File: config.mk
export PLATFORM = sky130hd
export DESIGN_NAME = vtcb_fold
export DESIGN_NICKNAME = d
export VERILOG_FILES = /design/src/hdl/assert_macros.svh /design/src/hdl/vtcb_pkg.sv /design/src/hdl/vtcb_fold.sv
export SDC_FILE = /design/constraint.sdc
export NUM_CORES = 1
export LEC_CHECK = 0
export BUFFER_PORTS_ARGS = -buffer_cell sky130_fd_sc_hd__buf_2
export CELL_PAD_IN_SITES_DETAIL_PLACEMENT = 2
export CELL_PAD_IN_SITES_GLOBAL_PLACEMENT = 2
export CORE_MARGIN = 1
export CORE_UTILIZATION = 27
export CTS_CLUSTER_DIAMETER = 120
export DETAILED_ROUTE_END_ITERATION = 12
export PLACE_DENSITY_LB_ADDON = 0.15
export SETUP_SLACK_MARGIN = 0.02
export SYNTH_ARGS = -nofsm -noshare
export SYNTH_HDL_FRONTEND = slang
export SYNTH_SLANG_ARGS = --single-unit
File: constraint.sdc
create_clock -name clock -period 7.66 [get_ports clock]
set_input_delay 1.532 -clock clock [delete_from_list [all_inputs] [get_ports clock]]
set_output_delay 1.532 -clock clock [all_outputs]
set_load 0.05 [all_outputs]
File: src/hdl/assert_macros.svh
// Assertion macros shared by the compass bearing RTL.
// Each macro assumes a clock named clock and a synchronous reset named reset.
`ifndef ASSERT_MACROS_SVH
`define ASSERT_MACROS_SVH

// Same-cycle implication, checked outside reset
`define ASSERT_SAME(label, ante, cons) \
   label: assert property (@(posedge clock) disable iff (reset) (ante) |-> (cons)) \
      else $error("vtcb assertion failed");

// Next-cycle implication, checked outside reset
`define ASSERT_NEXT(label, ante, cons) \
   label: assert property (@(posedge clock) disable iff (reset) (ante) |=> (cons)) \
      else $error("vtcb assertion failed");

`endif

File: src/hdl/vtcb_pkg.sv
// Package for the compass bearing pipeline: stage record, quadrant codes,
// fixed-point constants and the per-stage arctangent constant. No dependencies.
`timescale 1ns / 1ps

package vtcb_pkg;

   localparam int DATA_WIDTH    = 64;  // folded vector datapath
   localparam int ANGLE_WIDTH   = 32;  // angle accumulator, 2^-24 degree units
   localparam int ACC_FRAC      = 24;
   localparam int BEARING_WIDTH = 16;
   localparam int PRE_SHIFT_TOP = 60;  // left shift is PRE_SHIFT_TOP - component width

   localparam int DEG_QUARTER       = 90;
   localparam int DEG_HALF          = 180;
   localparam int DEG_THREE_QUARTER = 270;
   localparam int DEG_FULL          = 360;

   localparam int     ATAN_TABLE_LEN = 12;
   localparam longint RAD_TO_DEG_Q   = 64'sd961263669;

   localparam logic [ANGLE_WIDTH-1:0] ATAN_TABLE [ATAN_TABLE_LEN] = '{
      32'd754974720, 32'd445687602, 32'd235489088, 32'd119537938,
      32'd60000934,  32'd30029717,  32'd15018523,  32'd7509720,
      32'd3754917,   32'd1877466,   32'd938734,    32'd469367
   };

   // Quadrant the vector was folded from; selects the base angle
   typedef enum logic [1:0] {
      QUAD_UP    = 2'd0,
      QUAD_RIGHT = 2'd1,
      QUAD_DOWN  = 2'd2,
      QUAD_LEFT  = 2'd3
   } quadrant_type;

   // One pipeline slot, handed from cell to cell
   typedef struct packed {
      logic                          valid;
      quadrant_type                  quadrant;
      logic                          skip;     // on an axis: no rotation angle
      logic signed [DATA_WIDTH-1:0]  a;
      logic signed [DATA_WIDTH-1:0]  b;
      logic signed [ANGLE_WIDTH-1:0] z;
   } stage_type;

   // Rotation angle of one stage in 2^-24 degree units
   function automatic logic [ANGLE_WIDTH-1:0] stage_angle(input logic [5:0] index);
      longint rounded;
      if (index < 6'(ATAN_TABLE_LEN)) begin
         return ATAN_TABLE[index[3:0]];
      end
      rounded = (RAD_TO_DEG_Q + (longint'(1) << (index - 6'd1))) >>> index;
      return ANGLE_WIDTH'(rounded);
   endfunction

   // Base angle of a quadrant in whole degrees
   function automatic logic [8:0] quadrant_base(input quadrant_type quadrant);
      logic [8:0] base;
      unique case (quadrant)
         QUAD_UP:    base = 9'd0;
         QUAD_RIGHT: base = 9'(DEG_QUARTER);
         QUAD_DOWN:  base = 9'(DEG_HALF);
         QUAD_LEFT:  base = 9'(DEG_THREE_QUARTER);
         default:    base = 9'd0;
      endcase
      return base;
   endfunction

endpackage

File: src/hdl/vtcb_fold.sv
// Entry stage: folds a request vector into one quadrant and scales it up.
// Depends on vtcb_pkg.
`timescale 1ns / 1ps

module vtcb_fold #(
   parameter int COMPONENT_WIDTH = 16
) (
   input  logic                              clock,
   input  logic                              reset,
   input  logic                              advance,
   input  logic                              req_valid,
   input  logic signed [COMPONENT_WIDTH-1:0] req_delta_x,
   input  logic signed [COMPONENT_WIDTH-1:0] req_delta_y,
   output vtcb_pkg::stage_type               next_stage
);
   import vtcb_pkg::*;

   localparam int PRE_SHIFT = PRE_SHIFT_TOP - COMPONENT_WIDTH;

   stage_type                   stage_ff;
   stage_type                   stage_in;
   logic signed [COMPONENT_WIDTH:0] x_ext;
   logic signed [COMPONENT_WIDTH:0] y_ext;
   logic signed [COMPONENT_WIDTH:0] x_neg;
   logic signed [COMPONENT_WIDTH:0] y_neg;
   logic [COMPONENT_WIDTH:0]        a_mag;
   logic [COMPONENT_WIDTH:0]        b_mag;
   logic                            x_zero;
   logic                            y_zero;
   logic                            y_pos;

   // Pick the quadrant and the pair with a > 0, b >= 0 (both zero when x is zero)
   always_comb begin
      x_ext  = {req_delta_x[COMPONENT_WIDTH-1], req_delta_x};
      y_ext  = {req_delta_y[COMPONENT_WIDTH-1], req_delta_y};
      x_neg  = -x_ext;
      y_neg  = -y_ext;
      x_zero = (req_delta_x == '0);
      y_zero = (req_delta_y == '0);
      y_pos  = !req_delta_y[COMPONENT_WIDTH-1] && !y_zero;
      stage_in.valid = req_valid;
      stage_in.skip  = x_zero || y_zero;
      stage_in.z     = '0;
      if (x_zero) begin
         stage_in.quadrant = y_pos ? QUAD_DOWN : QUAD_UP;
         a_mag = '0;
         b_mag = '0;
      end else if (!req_delta_x[COMPONENT_WIDTH-1]) begin
         if (req_delta_y[COMPONENT_WIDTH-1]) begin
            stage_in.quadrant = QUAD_UP;
            a_mag = y_neg;
            b_mag = x_ext;
         end else begin
            stage_in.quadrant = QUAD_RIGHT;
            a_mag = x_ext;
            b_mag = y_ext;
         end
      end else begin
         if (y_pos) begin
            stage_in.quadrant = QUAD_DOWN;
            a_mag = y_ext;
            b_mag = x_neg;
         end else begin
            stage_in.quadrant = QUAD_LEFT;
            a_mag = x_neg;
            b_mag = y_neg;
         end
      end
      stage_in.a = DATA_WIDTH'(a_mag) << PRE_SHIFT;
      stage_in.b = DATA_WIDTH'(b_mag) << PRE_SHIFT;
   end

   // Capture on advance; reset clears only the valid bit
   always_ff @(posedge clock) begin
      if (reset) begin
         stage_ff.valid <= 1'b0;
      end else if (advance) begin
         stage_ff <= stage_in;
      end
   end

   assign next_stage = stage_ff;

endmodule

# Yosys cells after proc, flatten, opt, wreduce, memory -nomap -nowiden

Cells that the tools add are included.

Bitwise gates (word level): 1
Reduce and logical (&&, ||, !) cells: 7
Add/sub/neg operators: 2
Mux-type cells: 11

Operator list:

| kind                 | number |
|---|---|
| 2-to-1 mux 17 bit    | 5 |
| negator 16 -> 17 bit | 2 |
| zero test 16 bit     | 2 |
| 2-to-1 mux 15 bit    | 1 |
| 2-to-1 mux 2 bit     | 3 |
| zero test 1 bit      | 2 |
| 2-to-1 mux 1 bit     | 2 |
| AND reduction 2 bit  | 1 |
| logical AND 1 bit    | 1 |
| logical OR 1 bit     | 1 |
| NOT 1 bit            | 1 |

Word-level logic and storage cells: 26
Input port bits: 36
Output and inout bits: 164
Bits in registers: 38

# Logic depth before layout (Yosys ltp)

Gate-level depths: netlist of run 1.

Word-level depth: 6
Gate-level depth with buffers: 9
Gate-level depth less buffers: 9

# Least setup slack after synthesis of run 1

No wires, ideal clock.

Path kind: input port to flip-flop
Start: input port reset
End: register stage_ff, in the netlist next_stage[140], enable pin
Cell stages on the path: 1
Data arrival time: 3205 ps
Path buffers: 0
Required time: 7224 ps
Setup slack: 4019 ps
Cell sequence: nor2b_1

Cells in the longest elaborated chain, start to end: 2

Ends and longest elaborated chain:

| what                          | RTL line        | source |
|---|---|---|
| start: declaration            | vtcb_fold.sv:9  | `input logic reset,` |
| NOT 1 bit (no line)           | n/a             |  |
| AND reduction 2 bit (no line) | n/a             |  |
| end signal: assignment        | vtcb_fold.sv:78 | `stage_ff <= stage_in;` |
| end: declaration              | vtcb_fold.sv:20 | `stage_type stage_ff;` |

No other way between the ends.
A chain may end at the register's enable or synchronous reset.

# Final worst setup path of run 1

Start: input port req_delta_x[15]
End: register stage_ff, in the netlist next_stage[83], data pin

Cells in the longest elaborated chain, start to end: 1
Elaborated cells between the ends (all ways): 2

Ends and longest elaborated chain:

| what                                                         | RTL line                         | source |
|---|---|---|
| start: declaration                                           | vtcb_fold.sv:12                  | `input logic signed [COMPONENT_WIDTH-1:0] req_delta_x,` |
| zero test 16 bit / 2-to-1 mux 17 bit (equally long branches) | vtcb_fold.sv:38, vtcb_fold.sv:48 |  |

Several ways; a longest one is shown, not always the timed one.

==> impl_metrics.toml, run 1 <==
[power]
power_density_nw_per_um2 = 190
cellLeakagePower_uw = 0.00169
ir_worst_vdd_uv = 75.5
p_total_uw = 771

[cells_and_area]
final_cell_mix = "126 x conb_1, 73 x buf_2, 37 x edfxtp_1"
fin_util = 0.291
final_common_cell = "conb_1"
largest_reg_flops = 38
final_net_count = 549
multi_input_area_um2 = 2140
drive_gt1_frac = 0.196
antenna_cells = 0
fillers = 1656
area_growth_pct = 4.65
seq_area_um2 = 1130

[critical_path]
critPathCaptureType = "register"
critPathKind = "in -> reg"
critPathSlowestCell = "clkinv_1"
cp-start-kind = "input pin"
critPathRequiredTime_ps = 7800
max_stage_delay_ps = 920
path_max_fanout = 37
cp_data_arrival_time_ps = 4270
crit_chain = "buf_2 -> clkinv_1 -> nor2_2 -> a221oi_1 -> a21oi_1"

[sta]
timing.fmax_ghz = 0.242
setup_ws_ps = 3530
fin_skew_ps = 0
timing.final.max_slew_violations = 0
timing_hold_violations_final = 0
rsz0062_at_grt = "false"
timing.hold.ws_ps = 515
max_slew_margin = 0.195
setup_viol = 0
finalCritPeriodShare = 0.540
finalSetupTns_ps = 0
tightestPinTransition_ps = 1200
fin_crit_ps = 4130

[clocking]
cts_buffers = 5
clk_latency_ps = 280
clkSlewWorstSetupHoldPaths_ps = 60
cts.sink_count = 38
cts-resized-gates = 0
cts_setup_buffers = 0
tritoncts = "done"
h-tree-depth = 2
cts.root.buffer_cell = "clkbuf_16"
cts_hold_buf = 0
cts_buffer_depth = 2

[global_route]
grt_pass1_wl_um = 17700
grt_usage = 0.158
first_global_vias = 3198
grt-ovfl-total = 0
grt-busiest-layer = "met2"
antenna_found_initial = 0
grt_util_met2 = 0.262
use_met3 = 0.0220
grt_max_degree = 38
globalRouteMet1Util = 0.208

[run]
maxCapViolCount = 0

[synth]
syn_avg_cell_area_um2 = 8.55
synth_edf_count = 37
synth_seq_area_share = 0.292
synth_cell_type_count = 64
synthCells = 453
synth_ff_type = "edfxtp_1"
yosysWarnings = 0
ys_ff_latch = 38
synthesis.area_um2 = 3870
synth-async-reset-ratio = 0

[placed_design]
hpwl_um = 8870
portBuffers = 73
gp_congestion = 0.780
dp_slack_ps = 3210

[detailed_routing]
first_pass_iters = 4
wl_um = 12000
wl_per_cell_um = 17.3
ant_nets = 0
drt_first_iter_violations = 203
route.detailed.drc = 0
via_per_inst = 4.64
vias = 3205

[min_path]
hp-class = "reg -> reg"

[outcome]
status = "complete, no violations"

[die]
initial_utilization = 0.278
coreArea_um2 = 13900
fp.dieW_um = 122
dieArea_um2 = 14800
row_count = 43
io_pins = 200
dieHeight_um = 122
through the flow:
step | instances | area, µm²
CTS | 690 | 4060
floorplan | 578 | 4340
detailed placement | 682 | 3920
global placement | 682 | 3920
finish | 690 | 4060
global route | 690 | 4060
cells by family (layout without fill, tap and decap cells):
logic type / Yosys count / in the layout / share of synthesized area
xor gates and xnor gates: 19 / 19 / 0.0429
and+or+nand+nor: 127 / 127 / 0.183
adders and majority gates: 4 / 4 / 0.0129
muxes: 10 / 10 / 0.0262
DFF: 38 / 38 / 0.292
buffers and inverters: 160 / 92 / 0.279
other: 1 / 126 / 0.000968
AOI/OAI and AO/OA: 94 / 94 / 0.163
path summary, 6_finish.rpt:
kind,startpoint,endpoint,slack (ps),cells after the start
max,req_delta_x[15],next_stage[83],3530,5
min reg2reg,next_stage[163],next_stage[163],510,2
max reg2reg,next_stage[163],next_stage[163],7070,2
min,next_stage[163],next_stage[163],510,2
layer usage:
metal,part of all wire,vias to the layer above
met2,0.48,120
met4,0.017,0
li1,-,1485
met3,0.057,14
met1,0.45,1586
met5,0,-
synth_stat cells, types with 6 or more instances:
cell type  number  area [µm²]
nand2_1        28         105
o21ai_0         9        45.0
a221oi_1        6        52.6
edfxtp_1       37        1110
buf_4         126         946
a21oi_1        29         145
xnor2_1        13         114
mux2i_1         9        90.1
clkbuf_1       19        71.3
a211oi_1        8        60.1
nor4_1          8        50.1
nor2_1         28         105
buf_2           6        30.0
nand3_1         9        45.0
nor3_1         13        65.1
xor2_1          6        52.6
o21ai_1         6        30.0
report_power, final:
group          internal [µW]  switching, µW  total [µW]
clock network            119           84.6         204
logic                   48.5            267         315
registers                248           3.70         252
critical path: cells and delay by family:
family | cells | cell delay, ps
buf+inv | 2 | 1500
compound gates | 2 | 400
simple gates | 1 | 820
area by class of cell:
type                    instances  share of cell area
clock buffers                   6              0.0318
clock inverters                 2             0.00216
inverters                       7             0.00648
multi-input cells             380               0.528
flip-flops and latches         38               0.279
well taps                     180              0.0555
repair buffers                 77              0.0975
No activity file was read; power rests on OpenSTA's default activity.
==> run 2, diff against run 1 <==
--- a/config.mk
+++ b/config.mk
@@ -9,7 +9,7 @@
 export CELL_PAD_IN_SITES_DETAIL_PLACEMENT = 2
 export CELL_PAD_IN_SITES_GLOBAL_PLACEMENT = 2
 export CORE_MARGIN = 1
-export CORE_UTILIZATION = 27
+export CORE_UTILIZATION = 23
 export CTS_CLUSTER_DIAMETER = 120
 export DETAILED_ROUTE_END_ITERATION = 12
 export PLACE_DENSITY_LB_ADDON = 0.15
==> constraint.sdc (replaced) <==
create_clock -name clock -period 3.7 [get_ports clock]
set_input_delay 0.74 -clock clock [delete_from_list [all_inputs] [get_ports clock]]
set_output_delay 0.74 -clock clock [all_outputs]
set_load 0.05 [all_outputs]
==> run 2 against run 1 <==
Compared with the run above: final cell count is 7.2% higher; cell area rose by 3.1%; clock-buffer cell count did not move; clock power is 110% higher; non-clock buffer count is 10 higher; worst setup slack worse by 2500 ps; global-route usage down 1.3 points; power increased by 110%; largest cell class unchanged; largest power group unchanged.
==> impl_metrics.toml, run 2 (synthesized netlist as in run 1, its figures left out) <==
[outcome]
status = "complete, no violations"

[detailed_routing]
wl_um = 12700
drt_first_iter_violations = 142
via_per_inst = 4.41
ant_nets = 0
route.detailed.drc = 0
vias = 3265
first_pass_iters = 6
wl_per_cell_um = 17.2

[cells_and_area]
antenna_cells = 0
area_growth_pct = 7.88
largest_reg_flops = 38
fillers = 1932
final_net_count = 559
stdcell_count = 740
final_common_cell = "conb_1"
final_cell_mix = "126 x conb_1, 73 x buf_2, 37 x edfxtp_1"
drive_gt1_frac = 0.212

[die]
io_pins = 200
initial_utilization = 0.234
dieHeight_um = 132
dieArea_um2 = 17400
coreArea_um2 = 16500
row_count = 47
fp.dieW_um = 132

[critical_path]
worst-r2r-cell-count = 2
critPathKind = "in -> reg"
max_stage_delay_ps = 600
critPathCaptureType = "register"
path_max_fanout = 12
r2r_end = "next_stage[163]"
crit_chain = "buf_2 -> inv_1 -> ha_1 -> nor4b_1 -> buf_4 -> a41oi_2 -> nor2_2 -> a221oi_1 -> a21oi_1"
cp_data_arrival_time_ps = 2840
critPathSlowestCell = "nor2_2"
r2r_slack_ps = 3110
reg2reg_from = "next_stage[163]"
cp-start-kind = "input pin"
critPathRequiredTime_ps = 3840

[min_path]
min_from = "next_stage[163]"
hp-class = "reg -> reg"
min_to = "next_stage[163]"
whs_path_depth = 2

[clocking]
cts.sink_count = 38
cts_buffers = 5
cts.root.buffer_cell = "clkbuf_16"
clk_latency_ps = 290
tritoncts = "done"
cts-resized-gates = 0
cts_setup_buffers = 0
clkSlewWorstSetupHoldPaths_ps = 60
cts_hold_buf = 0
h-tree-depth = 2
cts_buffer_depth = 2

[sta]
timing_hold_violations_final = 0
fin_skew_ps = 0
setup_viol = 0
fin_crit_ps = 2700
finalCritPeriodShare = 0.729
timing.final.max_slew_violations = 0
rsz0062_at_grt = "false"
max_slew_margin = 0.293
finalSetupTns_ps = 0
timing.fmax_ghz = 0.371
tightestPinTransition_ps = 1060

[global_route]
first_global_vias = 3452
antenna_found_initial = 0
grt_max_degree = 38
grt_pass1_wl_um = 19600
grt-ovfl-total = 0
grt_usage = 0.145

[placed_design]
place_inst = 732
gp_congestion = 0.747
hpwl_um = 9780
portBuffers = 73

[power]
cellLeakagePower_uw = 0.00174
ir_worst_vdd_uv = 130
power_density_nw_per_um2 = 384

[run]
maxCapViolCount = 0
==> run 2: changes by cell type in the layout (fill, tap and decap cells not counted), sizes merged <==
| cell | before | now |
|---|---|---|
| buf | 77 | 87 |
==> run 2: how the worst max path moves through the flow <==
stage,endpoint,slack (ps),cells after the start,start
after floorplan,next_stage[140],850,1,reset
after global placement,next_stage[83],810,9,req_delta_y[1]
after detailed placement,next_stage[81],720,9,req_delta_y[1]
after CTS,next_stage[81],1010,9,req_delta_y[1]
after global routing,next_stage[84],800,9,req_delta_y[1]
final,next_stage[83],1000,9,req_delta_y[1]
==> run 2: area by class of cell <==
class	count	area, µm²	area share
inverters	7	26.3	0.00629
repair buffers	87	470	0.113
clock inverters	2	8.76	0.00210
clock buffers	6	129	0.0308
multi-input cells	380	2140	0.512
flip-flops and latches	38	1130	0.271
well taps	220	275	0.0658
==> run 2: stage by stage <==
step	util	instance area [µm²]	power [µW]	setup WS [ps]	hold WS, ps
floorplan	-	4340	1170	851	733
finish	0.253	4180	1610	1000	504
detailed placement	0.245	4040	1190	723	498
global route	0.253	4180	1680	800	561
CTS	0.253	4180	1630	1010	514
global placement	0.245	4040	1190	812	467
==> run 2: power by group <==
group | switching, µW | total (µW) | internal (µW)
combinational | 556 | 662 | 107
sequential | 8.24 | 522 | 514
clock | 175 | 421 | 247
==> run 2: worst max-delay path, delay by kind of cell <==
family / cells / cell delay [ps]
buffers and inverters: 3 / 450
adders and majority gates: 1 / 200
AOI/OAI and AO/OA: 3 / 580
and+or+nand+nor: 2 / 850
==> run 2: per-layer routing <==
metal  up-vias  track usage  part of all wire
met5         -            0                 0
met4         0       0.0446             0.016
met3        14       0.0192             0.045
met2       131        0.251              0.49
met1      1615        0.187              0.45
li1       1505            -                 -
==> run 3, diff against run 2 <==
--- a/config.mk
+++ b/config.mk
@@ -9,7 +9,7 @@
 export CELL_PAD_IN_SITES_DETAIL_PLACEMENT = 2
 export CELL_PAD_IN_SITES_GLOBAL_PLACEMENT = 2
 export CORE_MARGIN = 1
-export CORE_UTILIZATION = 23
+export CORE_UTILIZATION = 25
 export CTS_CLUSTER_DIAMETER = 120
 export DETAILED_ROUTE_END_ITERATION = 12
 export PLACE_DENSITY_LB_ADDON = 0.15
==> constraint.sdc (replaced) <==
create_clock -name clock -period 2.8 [get_ports clock]
set_input_delay 0.56 -clock clock [delete_from_list [all_inputs] [get_ports clock]]
set_output_delay 0.56 -clock clock [all_outputs]
set_load 0.05 [all_outputs]
==> run 3 against run 2 <==
Compared with the run above: cell area is 1.9% higher; worst setup slack got worse by 610 ps; clock-buffer cell count did not move; critical endpoint is now next_stage[91]; critical path type unchanged; largest power group unchanged.
==> impl_metrics.toml, run 3 (synthesized netlist as in run 1, its figures left out) <==
[clocking]
cts_buffer_depth = 2
clk_latency_ps = 280
h-tree-depth = 2
cts_setup_buffers = 0
cts-resized-gates = 0
cts_hold_buf = 0
tritoncts = "done"
cts.root.buffer_cell = "clkbuf_16"
cts_buffers = 5
cts.sink_count = 38
clkSlewWorstSetupHoldPaths_ps = 60

[cells_and_area]
area_growth_pct = 9.88
final_net_count = 573
largest_reg_flops = 38
fin_util = 0.281
antenna_cells = 0
drive_gt1_frac = 0.232
fillers = 1813
multi_input_area_um2 = 2140
fin_area_um2 = 4260
final_common_cell = "conb_1"
final_cell_mix = "126 x conb_1, 73 x buf_2, 37 x edfxtp_1"
seq_area_um2 = 1130

[power]
seq_power_share = 0.323
ir_worst_vdd_uv = 204
combPwrFrac = 0.417
p_total_uw = 2140
power_density_nw_per_um2 = 502
p_clk_frac = 0.260
swShare = 0.459
internal_power_uw = 1160
cellLeakagePower_uw = 0.00182
p_switching_uw = 981

[run]
maxCapViolCount = 0

[placed_design]
hpwl_um = 9950
portBuffers = 73
postPlaceCellArea_um2 = 4120
gp_congestion = 0.803

[critical_path]
crit_path_end = "next_stage[91]"
cp-startpoint = "req_delta_y[3]"
path_max_fanout = 7
max_stage_delay_ps = 720
worst-r2r-cell-count = 2
cp.depth = 7
critPathBufInv = 1
cp_data_arrival_time_ps = 2540
critPathCaptureType = "register"
critPathKind = "in -> reg"
cp_top_family = "simple AND/OR/NAND/NOR gates"
critPathSlowestCell = "or4_1"
cp-start-kind = "input pin"
reg2reg_from = "next_stage[163]"
critPathRequiredTime_ps = 2930
crit_chain = "buf_2 -> or4_1 -> nor2_1 -> and4_1 -> ha_1 -> nand3b_1 -> o21ai_1"
r2r_slack_ps = 2220
r2r_end = "next_stage[163]"

[sta]
timing.fmax_ghz = 0.415
timing.final.max_slew_violations = 0
fin_skew_ps = 0
tightestPinTransition_ps = 512
setup_viol = 0
finalCritPeriodShare = 0.860
fin_crit_ps = 2410
rsz0062_at_grt = "false"
timing_hold_violations_final = 0
max_slew_margin = 0.659
timing.hold.ws_ps = 476
finalSetupTns_ps = 0

[die]
row_count = 45
initial_utilization = 0.256
dieArea_um2 = 16000
coreArea_um2 = 15100
dieHeight_um = 127
io_pins = 200
fp.dieW_um = 127

[global_route]
grt_max_degree = 38
grt_usage = 0.160
antenna_found_initial = 0
first_global_vias = 3555
grt-ovfl-total = 0
grt_pass1_wl_um = 19800

[detailed_routing]
vias = 3359
drt_first_iter_violations = 167
wl_per_cell_um = 17.9
ant_nets = 0
wl_um = 12900
first_pass_iters = 5
via_per_inst = 4.65
route.detailed.drc = 0

[outcome]
status = "complete, no violations"

[min_path]
hp-class = "in -> reg"
run 3: changes by cell type in the layout (fill, tap and decap cells not counted), sizes merged:
cell	before	now
buf	87	101
run 3: per-layer routing:
layer,up-vias,wire (µm),GRT usage
li1,1530,-,-
met2,147,6140,0.270
met3,15,621,0.0202
met5,-,0,0
met4,0,197,0.0489
met1,1667,5990,0.214
run 3: how the worst min path moves through the flow:
stage | from | to | slack, ps | cells after the start
6_report | reset | next_stage[163] | 480 | 2
5_1_grt | reset | next_stage[163] | 490 | 2
4_1_cts | reset | next_stage[163] | 470 | 2
3_5_place_dp | next_stage[163] | next_stage[163] | 490 | 2
3_3_place_gp | next_stage[163] | next_stage[163] | 470 | 2
2_1_floorplan | reset | next_stage[163] | 630 | 1
run 3: per-stage QoR:
step,setup WS (ps),instances
after floorplan,131,578
after global placement,129,714
after detailed placement,96.7,714
after CTS,394,722
after global routing,234,722
final,392,722
run 3: power by group through the flow:
stage | clock network, µW | logic [µW] | registers [µW]
6_report | 556 | 890 | 690
5_1_grt | 598 | 935 | 695
4_1_cts | 575 | 888 | 691
3_5_place_dp | 0 | 888 | 703
3_3_place_gp | 0 | 878 | 703
2_1_floorplan | 0 | 692 | 855
run 3: final cells by class:
class	count	share of cell area
multi-input combinational	380	0.502
sequential	38	0.266
timing repair buffer	101	0.138
tap	188	0.0552
clock buffer	6	0.0303
inverter	7	0.00617
clock inverter	2	0.00206
