$ cat src/hdl/assert_macros.svh
// Assertion macros shared by the compass bearing RTL.
// Each macro assumes a clock named clock and a synchronous reset named reset.
`ifndef ASSERT_MACROS_SVH
`define ASSERT_MACROS_SVH

// Same-cycle implication, checked outside reset
`define ASSERT_SAME(label, ante, cons) \
   label: assert property (@(posedge clock) disable iff (reset) (ante) |-> (cons)) \
      else $error("vtcb assertion failed");

// Next-cycle implication, checked outside reset
`define ASSERT_NEXT(label, ante, cons) \
   label: assert property (@(posedge clock) disable iff (reset) (ante) |=> (cons)) \
      else $error("vtcb assertion failed");

`endif

$ cat src/hdl/vtcb_pkg.sv
// Package for the compass bearing pipeline: stage record, quadrant codes,
// fixed-point constants and the per-stage arctangent constant. No dependencies.
`timescale 1ns / 1ps

package vtcb_pkg;

   localparam int DATA_WIDTH    = 64;  // folded vector datapath
   localparam int ANGLE_WIDTH   = 32;  // angle accumulator, 2^-24 degree units
   localparam int ACC_FRAC      = 24;
   localparam int BEARING_WIDTH = 16;
   localparam int PRE_SHIFT_TOP = 60;  // left shift is PRE_SHIFT_TOP - component width

   localparam int DEG_QUARTER       = 90;
   localparam int DEG_HALF          = 180;
   localparam int DEG_THREE_QUARTER = 270;
   localparam int DEG_FULL          = 360;

   localparam int     ATAN_TABLE_LEN = 12;
   localparam longint RAD_TO_DEG_Q   = 64'sd961263669;

   localparam logic [ANGLE_WIDTH-1:0] ATAN_TABLE [ATAN_TABLE_LEN] = '{
      32'd754974720, 32'd445687602, 32'd235489088, 32'd119537938,
      32'd60000934,  32'd30029717,  32'd15018523,  32'd7509720,
      32'd3754917,   32'd1877466,   32'd938734,    32'd469367
   };

   // Quadrant the vector was folded from; selects the base angle
   typedef enum logic [1:0] {
      QUAD_UP    = 2'd0,
      QUAD_RIGHT = 2'd1,
      QUAD_DOWN  = 2'd2,
      QUAD_LEFT  = 2'd3
   } quadrant_type;

   // One pipeline slot, handed from cell to cell
   typedef struct packed {
      logic                          valid;
      quadrant_type                  quadrant;
      logic                          skip;     // on an axis: no rotation angle
      logic signed [DATA_WIDTH-1:0]  a;
      logic signed [DATA_WIDTH-1:0]  b;
      logic signed [ANGLE_WIDTH-1:0] z;
   } stage_type;

   // Rotation angle of one stage in 2^-24 degree units
   function automatic logic [ANGLE_WIDTH-1:0] stage_angle(input logic [5:0] index);
      longint rounded;
      if (index < 6'(ATAN_TABLE_LEN)) begin
         return ATAN_TABLE[index[3:0]];
      end
      rounded = (RAD_TO_DEG_Q + (longint'(1) << (index - 6'd1))) >>> index;
      return ANGLE_WIDTH'(rounded);
   endfunction

   // Base angle of a quadrant in whole degrees
   function automatic logic [8:0] quadrant_base(input quadrant_type quadrant);
      logic [8:0] base;
      unique case (quadrant)
         QUAD_UP:    base = 9'd0;
         QUAD_RIGHT: base = 9'(DEG_QUARTER);
         QUAD_DOWN:  base = 9'(DEG_HALF);
         QUAD_LEFT:  base = 9'(DEG_THREE_QUARTER);
         default:    base = 9'd0;
      endcase
      return base;
   endfunction

endpackage

$ cat src/hdl/vtcb_finish.sv
// Exit stage: clamps and rounds the angle, adds the quadrant base, wraps 360.
// Depends on vtcb_pkg; drives the response register.
`timescale 1ns / 1ps

module vtcb_finish #(
   parameter int ANGLE_FRACTION_BITS = 7
) (
   input  logic                                clock,
   input  logic                                reset,
   input  logic                                advance,
   input  vtcb_pkg::stage_type                 prev_stage,
   output logic                                rsp_valid,
   output logic [vtcb_pkg::BEARING_WIDTH-1:0]  rsp_bearing
);
   import vtcb_pkg::*;

   localparam int SUM_WIDTH = $clog2((DEG_FULL + 1) << ANGLE_FRACTION_BITS) + 1;
   localparam logic signed [ANGLE_WIDTH-1:0] QUARTER_Q =
      ANGLE_WIDTH'(DEG_QUARTER << ACC_FRAC);
   localparam logic [ANGLE_WIDTH:0] ROUND_HALF =
      (ANGLE_WIDTH+1)'(1) << (ACC_FRAC - 1 - ANGLE_FRACTION_BITS);
   localparam logic [SUM_WIDTH-1:0] FULL_SCALED =
      SUM_WIDTH'(DEG_FULL << ANGLE_FRACTION_BITS);

   logic                          rsp_valid_ff;
   logic [BEARING_WIDTH-1:0]      rsp_bearing_ff;
   logic [BEARING_WIDTH-1:0]      rsp_bearing_in;
   logic signed [ANGLE_WIDTH-1:0] z_clamped;
   logic [ANGLE_WIDTH:0]          z_rounded;
   logic [SUM_WIDTH-1:0]          base_scaled;
   logic [SUM_WIDTH-1:0]          sum;

   // Clamp to 0..a quarter turn, round half up, add the base and wrap
   always_comb begin
      if (prev_stage.skip || prev_stage.z[ANGLE_WIDTH-1]) begin
         z_clamped = '0;
      end else if (prev_stage.z > QUARTER_Q) begin
         z_clamped = QUARTER_Q;
      end else begin
         z_clamped = prev_stage.z;
      end
      z_rounded   = ({1'b0, z_clamped} + ROUND_HALF) >> (ACC_FRAC - ANGLE_FRACTION_BITS);
      base_scaled = SUM_WIDTH'(quadrant_base(prev_stage.quadrant)) << ANGLE_FRACTION_BITS;
      sum         = base_scaled + SUM_WIDTH'(z_rounded);
      if (sum >= FULL_SCALED) begin
         sum = sum - FULL_SCALED;
      end
      rsp_bearing_in = BEARING_WIDTH'(sum);
   end

   // Hold the response until taken
   always_ff @(posedge clock) begin
      if (reset) begin
         rsp_valid_ff <= 1'b0;
      end else if (advance) begin
         rsp_valid_ff <= prev_stage.valid;
      end
   end

   always_ff @(posedge clock) begin
      if (advance) begin
         rsp_bearing_ff <= rsp_bearing_in;
      end
   end

   assign rsp_valid   = rsp_valid_ff;
   assign rsp_bearing = rsp_bearing_ff;

endmodule
$ cat config.mk
export PLATFORM = sky130hd
export DESIGN_NAME = vtcb_finish
export DESIGN_NICKNAME = d
export VERILOG_FILES = /design/src/hdl/assert_macros.svh /design/src/hdl/vtcb_pkg.sv /design/src/hdl/vtcb_finish.sv
export SDC_FILE = /design/constraint.sdc
export NUM_CORES = 1
export LEC_CHECK = 0
export BUFFER_PORTS_ARGS = -buffer_cell sky130_fd_sc_hd__buf_4
export CORE_ASPECT_RATIO = 0.75
export CORE_MARGIN = 5
export CORE_UTILIZATION = 38
export CTS_CLUSTER_SIZE = 14
export DETAILED_ROUTE_END_ITERATION = 8
export GPL_ROUTABILITY_DRIVEN = 0
export GPL_TIMING_DRIVEN = 0
export PLACE_DENSITY_LB_ADDON = 0.3
export SLEW_MARGIN = 0
export SYNTH_ARGS = -nofsm -noshare
export SYNTH_HDL_FRONTEND = slang
export SYNTH_SLANG_ARGS = --single-unit
$ cat constraint.sdc
create_clock -name clock -period 10.19 [get_ports clock]
set_input_delay 0 -clock clock [delete_from_list [all_inputs] [get_ports clock]]
set_output_delay 0 -clock clock [all_outputs]
set_load 0.01 [all_outputs]
# [After elaboration in Yosys (flattened, before gate mapping)]
# Cells that the tools add are included.
[word_totals] ff_bits=17 out_inout_bits=17 wordCells=16
[classes] add_sub_neg=3 order_cmp=2 n_eq_ne=3 n_mux=4 reduce_logical=2
[ops] op="32-bit 2-to-1 mux" n=2
[ops] op="9-bit case mux with 4 select lines" n=1
[ops] op="32-bit by 17-bit adder with 33-bit output (second input constant)" n=1
[ops] op="32-bit greater-than comparator (second input constant)" n=1
[ops] op="16-bit by 16-bit adder with 17-bit output" n=1
[ops] op="17-bit by 16-bit greater-or-equal comparator with 1-bit output (second input constant)" n=1
[ops] op="16-bit 2-to-1 mux" n=1
[ops] op="16-bit subtractor (second input constant)" n=1
[ops] op="2-bit equality test (second input constant)" n=2
[ops] op="2-bit by 1-bit equality test with 1-bit output (second input constant)" n=1
[ops] op="2-bit logical NOT" n=1
[ops] op="1-bit logical OR" n=1

# [Logic depth before layout (Yosys ltp)]
# Gate-level depths: netlist (run 1).
[depth] ltp_word=7 depth_mapped=22 mapped_depth_nobuf=19

# [Least setup slack after synthesis (run 1)]
# Ideal clock, no wire load.
[synth_path] path_kind="input to register" from="input port prev_stage[21] (netlist name)" to="register rsp_bearing_ff[14] (netlist: rsp_bearing[14]) (data pin)" t_arrival_ps=4036 required_ps=9924 setup_slack_ps=5888 stages=22 path_buffers=3 path_cell_list="clkbuf_1 -> nor3_1 -> nand4_1 -> o221ai_1 -> and3_1 -> ha_1 -> and4_1 -> clkbuf_1 -> nand2_1 -> nor3_1 -> a31oi_1 -> nor2_1 -> ha_1 -> clkbuf_1 -> nor3b_1 -> a2bb2oi_1 -> o21bai_1 -> or3_1 -> a221o_1 -> o311ai_4 -> a21oi_1 -> xor2_1"
[synth_via] elab_chain_cells=7 word_cells_on_any_way=8 cone_classes="add/sub: 3; order compare: 2; mux: 3"
[synth_lines] item="start, declared" line="vtcb_finish.sv:11" text="input vtcb_pkg::stage_type prev_stage,"
[synth_lines] item="32-bit greater-than comparator" line="vtcb_finish.sv:37" text="end else if (prev_stage.z > QUARTER_Q) begin"
[synth_lines] item="32-bit 2-to-1 mux *" line="vtcb_finish.sv:37"
[synth_lines] item="32-bit 2-to-1 mux *" line="vtcb_finish.sv:35" text="if (prev_stage.skip || prev_stage.z[ANGLE_WIDTH-1]) begin"
[synth_lines] item="32-bit by 17-bit adder with 33-bit output *" line="vtcb_finish.sv:42" text="z_rounded = ({1'b0, z_clamped} + ROUND_HALF) >> (ACC_FRAC - ANGLE_FRACTION_BITS);"
[synth_lines] item="16-bit by 16-bit adder with 17-bit output *" line="vtcb_finish.sv:44" text="sum = base_scaled + SUM_WIDTH'(z_rounded);"
[synth_lines] item="16-bit subtractor or 17-bit by 16-bit greater-or-equal comparator with 1-bit output (tied branches)" line="vtcb_finish.sv:46, vtcb_finish.sv:45"
[synth_lines] item="16-bit 2-to-1 mux *" line="vtcb_finish.sv:45" text="if (sum >= FULL_SCALED) begin"
[synth_lines] item="via sum[14]" line="vtcb_finish.sv:31" text="logic [SUM_WIDTH-1:0] sum;"
[synth_lines] item="end signal, assigned" line="vtcb_finish.sv:62" text="rsp_bearing_ff <= rsp_bearing_in;"
[synth_lines] item="end, declared" line="vtcb_finish.sv:26" text="logic [BEARING_WIDTH-1:0] rsp_bearing_ff;"
# Mark *: on every way through the listed nets, which the timed path passes. The rest lies on a longest branch.
# A chain may end at the register's enable or synchronous reset.

# [Worst setup path in the final report (run 1)]
# Ends and elaborated chain as after synthesis.

==> results by stage, run 1 <==
Cells and area:
- The library cells used most frequently in the layout, excluding fill and tap cells, are sky130_fd_sc_hd__buf_4 (53), sky130_fd_sc_hd__nor2_1 (20), sky130_fd_sc_hd__ha_1 (16), sky130_fd_sc_hd__edfxtp_1 (16), sky130_fd_sc_hd__nand2_1 (12).
- The sequential cell area is 500 um2.
- The library cell used most frequently in the layout, excluding fill and tap cells, is sky130_fd_sc_hd__buf_4.
- The fraction of layout instances using a drive strength above 1 is 29.1%.
- The multi-input combinational cells in the finished layout cover a total of 1140 um2.
- The number of diodes added for antenna fixing is 0.
- The layout-stage area growth over the synthesis result is 31.1%.
- The number of inserted filler cells in the final layout is 438.
- The post-layout net count is 429.

Timing:
- The final critical-path share of the clock period is 47.9%.
- Setup slack closes at 5300 ps.
- The total negative slack is 0 ps.
- The number of slew-limit violations in the final report came to 0.
- The maximum frequency from static timing analysis is 0.205 GHz.
- Setup violations remaining at the end of the flow were counted as 0.
- The hold violation total from the final report is 0.
- The slew at the pin closest to its max-slew limit is 601 ps.
- The clock period could shrink to 4890 ps.
- Clock skew on the completed layout was measured at 0 ps.
- The worst slew margin relative to its limit is 59.9%.
- Setup repair after global routing left no endpoint under its margin.

Clocking:
- Clock tree synthesis selected as its root buffer the cell sky130_fd_sc_hd__clkbuf_8.
- The maximum number of buffers from clock root to sink is 2.
- The CTS tree is done.
- CTS built an H-tree with a depth of 1.
- After clock tree synthesis, the clock-pin slew on the worst setup and hold paths is 60 ps.
- The quantity of gates resized following cts is 0.
- Clock tree synthesis found a total of 17 sinks.
- The clock reaches the later pin of the worst-skew pair after 250 ps.
- The number of setup buffers added after CTS is 0.
- The number of buffers inserted by hold repair at cts is 1.
- Counting the buffers created by CTS gives 3.

Critical path:
- The critical path launch point type is a primary input.
- Of all nets on the critical path, the largest fanout is 9.
- STA classifies the critical path endpoint as a flop.
- The worst setup path is of the primary input to flop kind.
- The worst register-to-register path ends at rsp_valid.
- The arrival time at the worst endpoint is 4880 ps.
- The critical path data required time is 10,180 ps.
- The register-to-register path setup slack is 9590 ps.
- For the worst flop-to-flop path, the logic depth is 2.
- The worst register-to-register path begins at rsp_valid.

Pwr:
- Total power for the finished layout comes to 0.229 mW.
- The fraction of power spent switching nets is 30.5%.
- The cell area power density is 103 nW/um2.
- The leakage dissipation is 0.976 nW.
- The combinational fraction of design power is 39.4%.
- The cell internal power dissipation is 0.159 mW.
- The clock share of power is 21.2%.
- Across the VDD grid, the largest voltage drop is 75.7 uV.
- Of the total power, registers draw 39.4%.
- The analysis attributes to net switching a power of 0.0698 mW.

Synth:
- The cell area that synthesis handed to floorplanning was 1700 um2.
- The most instantiated flip-flop cell in the synthesis netlist is sky130_fd_sc_hd__edfxtp_1.
- In this run, synthesis produced a sequential element count of 17.
- The synthesized design contains 16 enable-type register cells.
- The cell taking the most area after synthesis is sky130_fd_sc_hd__edfxtp_1.
- Sorting the synthesized cells by area gives the leading types as sky130_fd_sc_hd__edfxtp_1 (28%), sky130_fd_sc_hd__ha_1 (12%), sky130_fd_sc_hd__xnor2_1 (5.7%).
- The number of distinct library cells after synthesis is 51.
- A synthesized cell averages 9.20 um2.
- After synthesis, flip-flops and latches occupy 29.4% of the total area.
- Yosys printed 0 warnings.
- For this run, asynchronously set or reset flops after synthesis account for 0%.
- The instance count of the mapped netlist is 185.
- The area share of the leading cell type in the synthesized netlist is 28.2%.

Floorplanning:
- The overall die area is 5930 um2.
- The count of pins on the block boundary is 184.
- The row count is 21.
- The effective utilization at floorplan is 38.8%.
- The total area inside the core boundary comes to 4390 um2.
- The die span in x is 87.3 um.
- The height of the chip is 68.0 um.

GRT:
- After global routing the overflow that remains totals 0.
- The number of antenna violations at the first check in global routing is 0.
- Global routing consumed, over all layers together, 12.7% of the routing resources.
- The via count of the first global-routing pass came to 1,329.
- The first-pass GRT wire length is 6000 um.
- Entering global routing, the biggest net connects 18 pins.

Drt:
- The DRC violation total after the first TritonRoute iteration is 33.
- The number of remaining DRC errors is 0.
- The total wire length is 3830 um.
- The detailed-route via count is 1,545.
- The wire length per cell is 12.7 um.
- The ratio of routed vias to standard cells is 5.13.
- The antenna violation net count after detailed routing is 0.
- For this run, the detailed router's first-pass iteration total came to 4.

Placed design:
- During placement, the flow inserted port buffers numbering 53.
- The worst setup timing slack at the placement stage is 5100 ps.
- Summed over all nets, the half-perimeter wirelength after detailed placement is 3270 um.

Outcome:
- The flow ran to the end, and the final reports show no timing, DRC or antenna violations.

Worst hold path:
- The worst hold path stage count is 3.
- For hold timing, the worst endpoint is rsp_valid.
- The startpoint identified for the worst hold timing path is prev_stage[163].
- The class of the tightest hold or removal check is primary input to flop.

Run:
- The tool flagged a number of max-cap violations equal to 0.
-- logic make-up after synthesis --
| logic type | count (synthesis) | synth area share (%) |
|---|---|---|
| fa+ha+maj | 17 | 12.9 |
| flops | 17 | 29.4 |
| compound gates | 35 | 16.1 |
| other cells | 1 | 0.220 |
| buf+inv | 14 | 3.60 |
| mux | 3 | 1.84 |
| simple gates | 76 | 24.6 |
| xor+xnor | 22 | 11.3 |
-- routing by layer --
metal	vias up	GRT usage, %	routed length, um
li1	805	-	-
met1	695	20.7	1990
met2	43	16.3	1610
met3	2	1.20	215
met4	0	5.17	21
met5	-	0	0
-- power groups by stage --
| stage | clock network, mW | registers (mW) | logic (mW) |
|---|---|---|---|
| floorplan | 0 | 0.0969 | 0.0473 |
| global placement | 0 | 0.0917 | 0.0891 |
| detailed placement | 0 | 0.0920 | 0.0899 |
| CTS | 0.0496 | 0.0905 | 0.0909 |
| global route | 0.0512 | 0.0912 | 0.0994 |
| finish | 0.0485 | 0.0903 | 0.0903 |
-- area by class of cell --
class                      instances  area share, %
sequential                        17           22.4
timing repair buffer              54           18.3
inverter                           7           1.18
clock inverter                     1          0.224
clock buffer                       3           1.85
tap                               57           3.20
multi-input combinational        155           51.3
buffer                             7           1.57
-- through the flow --
step	hold WS (ps)	utilization, %	instance area, um2	instances
5_1_grt	92.5	50.9	2230	301
3_3_place_gp	161	49.6	2180	296
4_1_cts	25.3	50.9	2230	301
2_1_floorplan	72.4	-	1710	186
3_5_place_dp	177	49.6	2180	296
6_report	16.2	50.9	2230	301
-- synthesized netlist by cell type, types with 2 or more instances --
cell type,instances
sky130_fd_sc_hd__nor2_1,20
sky130_fd_sc_hd__edfxtp_1,16
sky130_fd_sc_hd__ha_1,16
sky130_fd_sc_hd__nand2_1,12
sky130_fd_sc_hd__xnor2_1,11
sky130_fd_sc_hd__xor2_1,11
sky130_fd_sc_hd__a21oi_1,8
sky130_fd_sc_hd__inv_1,7
sky130_fd_sc_hd__nand4_1,6
sky130_fd_sc_hd__nor3_1,6
sky130_fd_sc_hd__clkbuf_1,5
sky130_fd_sc_hd__and3_1,4
sky130_fd_sc_hd__nand3_1,4
sky130_fd_sc_hd__nor4_1,4
sky130_fd_sc_hd__a211oi_1,3
sky130_fd_sc_hd__a31oi_1,3
sky130_fd_sc_hd__o21bai_1,3
sky130_fd_sc_hd__or2_2,3
sky130_fd_sc_hd__a21o_1,2
sky130_fd_sc_hd__a21oi_2,2
sky130_fd_sc_hd__and4_1,2
sky130_fd_sc_hd__mux2i_1,2
sky130_fd_sc_hd__nand3b_1,2
sky130_fd_sc_hd__nor3b_1,2
sky130_fd_sc_hd__nor4b_1,2
sky130_fd_sc_hd__nor4bb_1,2
sky130_fd_sc_hd__o21ai_1,2
sky130_fd_sc_hd__or3_1,2
-- sequential cells by signal, indices dropped and copies added, names as in the netlist --
signal       cells
rsp_bearing     16
rsp_valid        1
-- worst max path at each step --
stage	startpoint	to	slack, ps	cells after the start
2_1_floorplan	prev_stage[21]	rsp_bearing[14]	5890	22
3_3_place_gp	prev_stage[21]	rsp_bearing[14]	5170	22
3_5_place_dp	prev_stage[21]	rsp_bearing[14]	5100	22
4_1_cts	prev_stage[21]	rsp_bearing[14]	5360	22
5_1_grt	prev_stage[21]	rsp_bearing[12]	4890	22
6_report	prev_stage[21]	rsp_bearing[14]	5300	22
-- critical path: stages --
cell and delay [ps]:
sky130_fd_sc_hd__clkbuf_1 190, sky130_fd_sc_hd__nor3_1 270, sky130_fd_sc_hd__nand4_1 160, sky130_fd_sc_hd__o221ai_1 510
sky130_fd_sc_hd__and3_1 250, sky130_fd_sc_hd__ha_1 280, sky130_fd_sc_hd__and4_1 220, sky130_fd_sc_hd__clkbuf_1 220
sky130_fd_sc_hd__nand2_1 80, sky130_fd_sc_hd__nor3_1 280, sky130_fd_sc_hd__a31oi_1 130, sky130_fd_sc_hd__nor2_1 190
sky130_fd_sc_hd__ha_1 270, sky130_fd_sc_hd__clkbuf_1 200, sky130_fd_sc_hd__nor3b_1 190, sky130_fd_sc_hd__a2bb2oi_1 150
sky130_fd_sc_hd__o21bai_1 150, sky130_fd_sc_hd__or3_1 350, sky130_fd_sc_hd__a221o_1 350, sky130_fd_sc_hd__o311ai_4 140
sky130_fd_sc_hd__a21oi_1 140, sky130_fd_sc_hd__xor2_1 160
(Power assumes the default switching activity.)
==> run 2: changes to the inputs <==
--- a/config.mk
+++ b/config.mk
@@ -8,7 +8,7 @@
 export BUFFER_PORTS_ARGS = -buffer_cell sky130_fd_sc_hd__buf_4
 export CORE_ASPECT_RATIO = 0.75
 export CORE_MARGIN = 5
-export CORE_UTILIZATION = 38
+export CORE_UTILIZATION = 35
 export CTS_CLUSTER_SIZE = 14
 export DETAILED_ROUTE_END_ITERATION = 8
 export GPL_ROUTABILITY_DRIVEN = 0
==> constraint.sdc (replaced) <==
create_clock -name clock -period 5 [get_ports clock]
set_input_delay 0 -clock clock [delete_from_list [all_inputs] [get_ports clock]]
set_output_delay 0 -clock clock [all_outputs]
set_load 0.01 [all_outputs]
==> run 2 against run 1 <==
  * Core utilization is 3.5 points lower
  * First-iteration DRC count is 55% higher
  * Sequential power is 100% higher
  * Worst setup slack worse by 4900 ps
  * Clock power is 100% higher
  * Register-to-register slack worse by 5200 ps
  * Via count is 0.52% lower
  * Sequential share of layout area is 0.37 points lower
  * Combinational power is 110% higher
  * Count of clock-buffer cells in the layout stayed put
  * Global-route usage is 0.37 points higher
  * Cell count is 1.0% higher
  * Critical path type unchanged
  * Largest cell class unchanged
  * Highest routed layer unchanged
==> results by stage, run 2 (synthesized netlist as in run 1, its figures left out) <==
Floorplanning:
- The height of the chip is 70.4 um (+3.6%).
- The overall die area came to 6370 um2 (+7.4%).
- The die span in x came to 90.5 um (+3.7%).
- The placeable core area is 4790 um2 (+9.2%).
- The row count is 22 (+4.8%).
- The effective utilization at floorplan is 35.6% (-3.3 points).
- The count of pins on the block boundary is 184 (unchanged).

Timing:
- The final setup violation count is 0 (unchanged).
- The maximum frequency from static timing analysis is 0.219 GHz.
- The slew at the pin closest to its max-slew limit came to 505 ps (-96.4 ps).
- The post-layout minimum cycle time is 4570 ps.
- Setup repair after global routing left no endpoint under its margin.
- The number of slew-limit violations in the final report was 0 (unchanged).
- The minimum setup slack in the final design is 429 ps (-4880 ps).
- The hold violation total from the final report came to 0 (unchanged).
- The worst slack on hold paths came to 8.43 ps (-7.81 ps).
- The clock tree skew after final layout came to 0 ps (unchanged).
- The worst slew margin relative to its limit is 66.1% (+6.2 points).
- After layout, the worst path uses 91.4% of the clock period.

Drt:
- The total wire length is 4100 um (+7.0%).
- The DRC violation total after the first TritonRoute iteration was 51 (+55%).
- The detailed-route via count is 1,537 (-0.52%).
- The antenna violation net count after detailed routing is 0 (unchanged).
- The number of remaining DRC errors is 0 (unchanged).
- The wire length per cell is 13.5 um (+5.9%).
- The number of iterations in the first detailed-routing pass is 4 (unchanged).
- The ratio of routed vias to standard cells is 5.06 (-1.5%).

Clocking:
- The clock edge transition at the registers on the reported setup and hold paths came to 60 ps (about the same).
- The maximum number of buffers from clock root to sink is 2 (unchanged).
- In this run the clock root is driven by a sky130_fd_sc_hd__clkbuf_8.
- The CTS tree is done.
- The number of buffers created by CTS is 3 (unchanged).
- The H-tree depth is 1 (unchanged).
- The insertion delay to the later sink of the worst-skew pair is 240 ps (about the same).
- The setup fix buffers added after clock tree synthesis is 0 (unchanged).
- The count of clock tree sinks is 17 (unchanged).

Critical path:
- The master of the slowest instance on the critical path is sky130_fd_sc_hd__or3_1.
- The launching element of the worst setup path is prev_stage[26].
- The worst setup path is captured at a flop.
- The arrival time at the worst endpoint is 4550 ps (-330 ps).
- The worst-path maximum fanout is 9 (unchanged).
- The critical path launch point type is a primary input.
- The signal on the critical path passes through buf_4, nor4b_1, nand4_1, o221ai_4, and3_1, ha_2, and4_1, clkbuf_1, nand2_1, nor3_1, a31oi_1, nor2_1, ha_1, clkbuf_1, nor3b_1, a2bb2oi_1, o21bai_1, or3_1, a221o_1, o311ai_4, a21oi_1, xor2_1.
- The critical path data required time is 4980 ps (-5200 ps).
- The number of buffers and inverters on the critical path was 3 (unchanged).
- The critical setup path kind is primary input to flop.
- The critical path's largest stage delay is 350 ps (-160 ps).
- The critical register-to-register path startpoint is rsp_valid.
- Among the stages of the critical path, the cell type that occurs most often is sky130_fd_sc_hd__clkbuf_1.
- The kind of cell adding the most delay to the critical path is simple AND/OR/NAND/NOR gates.

Pwr:
- The fraction of power spent switching nets is 30.7% (+0.24 points).
- The cell area power density is 207 nW/um2 (+100%).
- The leakage dissipation is 0.982 nW (+0.61%).
- The clock share of power is 20.9% (-0.3 points).
- The part of the power in registers was 39.1% (-0.3 points).
- The peak supply drop is 110 uV (+45%).
- The net switching power figure is 0.145 mW (+110%).
- The cell internal power dissipation is 0.326 mW (+100%).
- The combinational fraction of design power was 40.1% (+0.7 points).

Cells and area:
- The number of inserted filler cells in the final layout is 468 (+6.8%).
- Leaving out fill and tap cells, the most frequent cell in the layout is sky130_fd_sc_hd__buf_4.
- The layout-stage area growth over the synthesis result is 33.3%.
- The final instance area was 2270 um2 (+1.7%).
- The number of diodes added for antenna fixing came to 0 (unchanged).
- The library cells used most frequently in the layout, excluding fill and tap cells, are sky130_fd_sc_hd__buf_4 (53), sky130_fd_sc_hd__nor2_1 (20), sky130_fd_sc_hd__edfxtp_1 (16), sky130_fd_sc_hd__ha_1 (15), sky130_fd_sc_hd__nand2_1 (12).
- The post-layout net count is 429 (unchanged).
- The fraction of layout instances using a drive strength above 1 is 30.7% (+1.6 points).
- The number of flip-flops in the largest register is 16 (unchanged).

Run:
- The count of maximum capacitance violations was 0 (unchanged).

Worst hold path:
- The class of the tightest hold or removal check is primary input to flop.
- The worst min-delay path startpoint is prev_stage[163].

GRT:
- The number of antenna violations at the first check in global routing is 0 (unchanged).
- The global route total overflow is 0 (unchanged).
- The via count of the first global-routing pass is 1,540 (+16%).
- The aggregate global-route resource usage is 13.0% (+0.37 points).
- The first-pass GRT wire length is 6960 um (+16%).
- The maximum number of pins on one net before global-route repair is 18 (unchanged).

Placed design:
- The port buffer count was 53 (unchanged).
- The instance area at placement is 2180 um2 (+0.17%).
- The half-perimeter wire length after detailed placement came to 3480 um (+6.3%).
- The worst setup timing slack at the placement stage is -80.4 ps (-5180 ps).

Outcome:
- The flow ran to the end, and the final reports show no timing, DRC or antenna violations.
## run 2: changes by cell type in the layout (fill, tap and decap cells not counted)
cell,change
sky130_fd_sc_hd__xnor2_1,-1
sky130_fd_sc_hd__nor3_1,-1
sky130_fd_sc_hd__o221ai_4,+1
sky130_fd_sc_hd__nor3_2,+1
sky130_fd_sc_hd__ha_1,-1
sky130_fd_sc_hd__xnor2_2,+1
sky130_fd_sc_hd__a2111oi_0,-1
sky130_fd_sc_hd__a2111oi_1,+1
sky130_fd_sc_hd__o221ai_1,-1
sky130_fd_sc_hd__ha_2,+1
## run 2: worst register-to-register path, stage by stage, from the launching register on
cell and delay [ps]:
sky130_fd_sc_hd__dfxtp_1 310, sky130_fd_sc_hd__mux2i_1 120, sky130_fd_sc_hd__nor2_1 60
## run 2: path summary, 6_finish.rpt
path,end,slack [ps],depth (start not counted)
setup reg to reg,rsp_valid,4410,2
hold reg to reg,rsp_valid,520,2
setup / recovery,rsp_bearing[14],430,22
hold / removal,rsp_valid,8,3
## run 2: final cells by class
cell class / count / area, um2 / area share (%)
well taps: 60 / 75.1 / 3.31
clock inverters: 1 / 5.00 / 0.221
clock buffers: 3 / 41.3 / 1.82
multi-input cells: 155 / 1180 / 51.9
inverters: 7 / 26.3 / 1.16
repair buffers: 54 / 408 / 18.0
flip-flops and latches: 17 / 500 / 22.1
plain buffers: 7 / 35.0 / 1.54
## run 2: power by group through the flow
stage | registers [mW] | logic, mW | clock network, mW
floorplan | 0.197 | 0.0965 | 0
global placement | 0.187 | 0.184 | 0
detailed placement | 0.187 | 0.186 | 0
CTS | 0.184 | 0.188 | 0.101
global route | 0.185 | 0.208 | 0.105
finish | 0.184 | 0.189 | 0.0981
## run 2: timing repair
action,in CTS,in global routing
hold buffers,1,0
setup endpoints to repair,0,5
hold endpoints to repair,1,0
gates resized for setup,0,6
## run 2: per-layer routing
layer | global-route usage (%) | wire length (um) | vias to the layer above
met5 | 0 | 0 | -
met2 | 19.3 | 1680 | 51
met3 | 1.83 | 230 | 2
li1 | - | - | 801
met4 | 4.46 | 41 | 0
met1 | 19.2 | 2150 | 683
## run 2: stage by stage
| step | instances | power (mW) | util, % | TNS, ps |
|---|---|---|---|---|
| after CTS | 304 | 0.473 | 46.7 | 0 |
| after floorplan | 186 | 0.294 | - | 0 |
| after global placement | 299 | 0.371 | 45.5 | -24.4 |
| after global routing | 304 | 0.498 | 47.4 | 0 |
| final | 304 | 0.471 | 47.4 | 0 |
| after detailed placement | 299 | 0.373 | 45.5 | -214 |
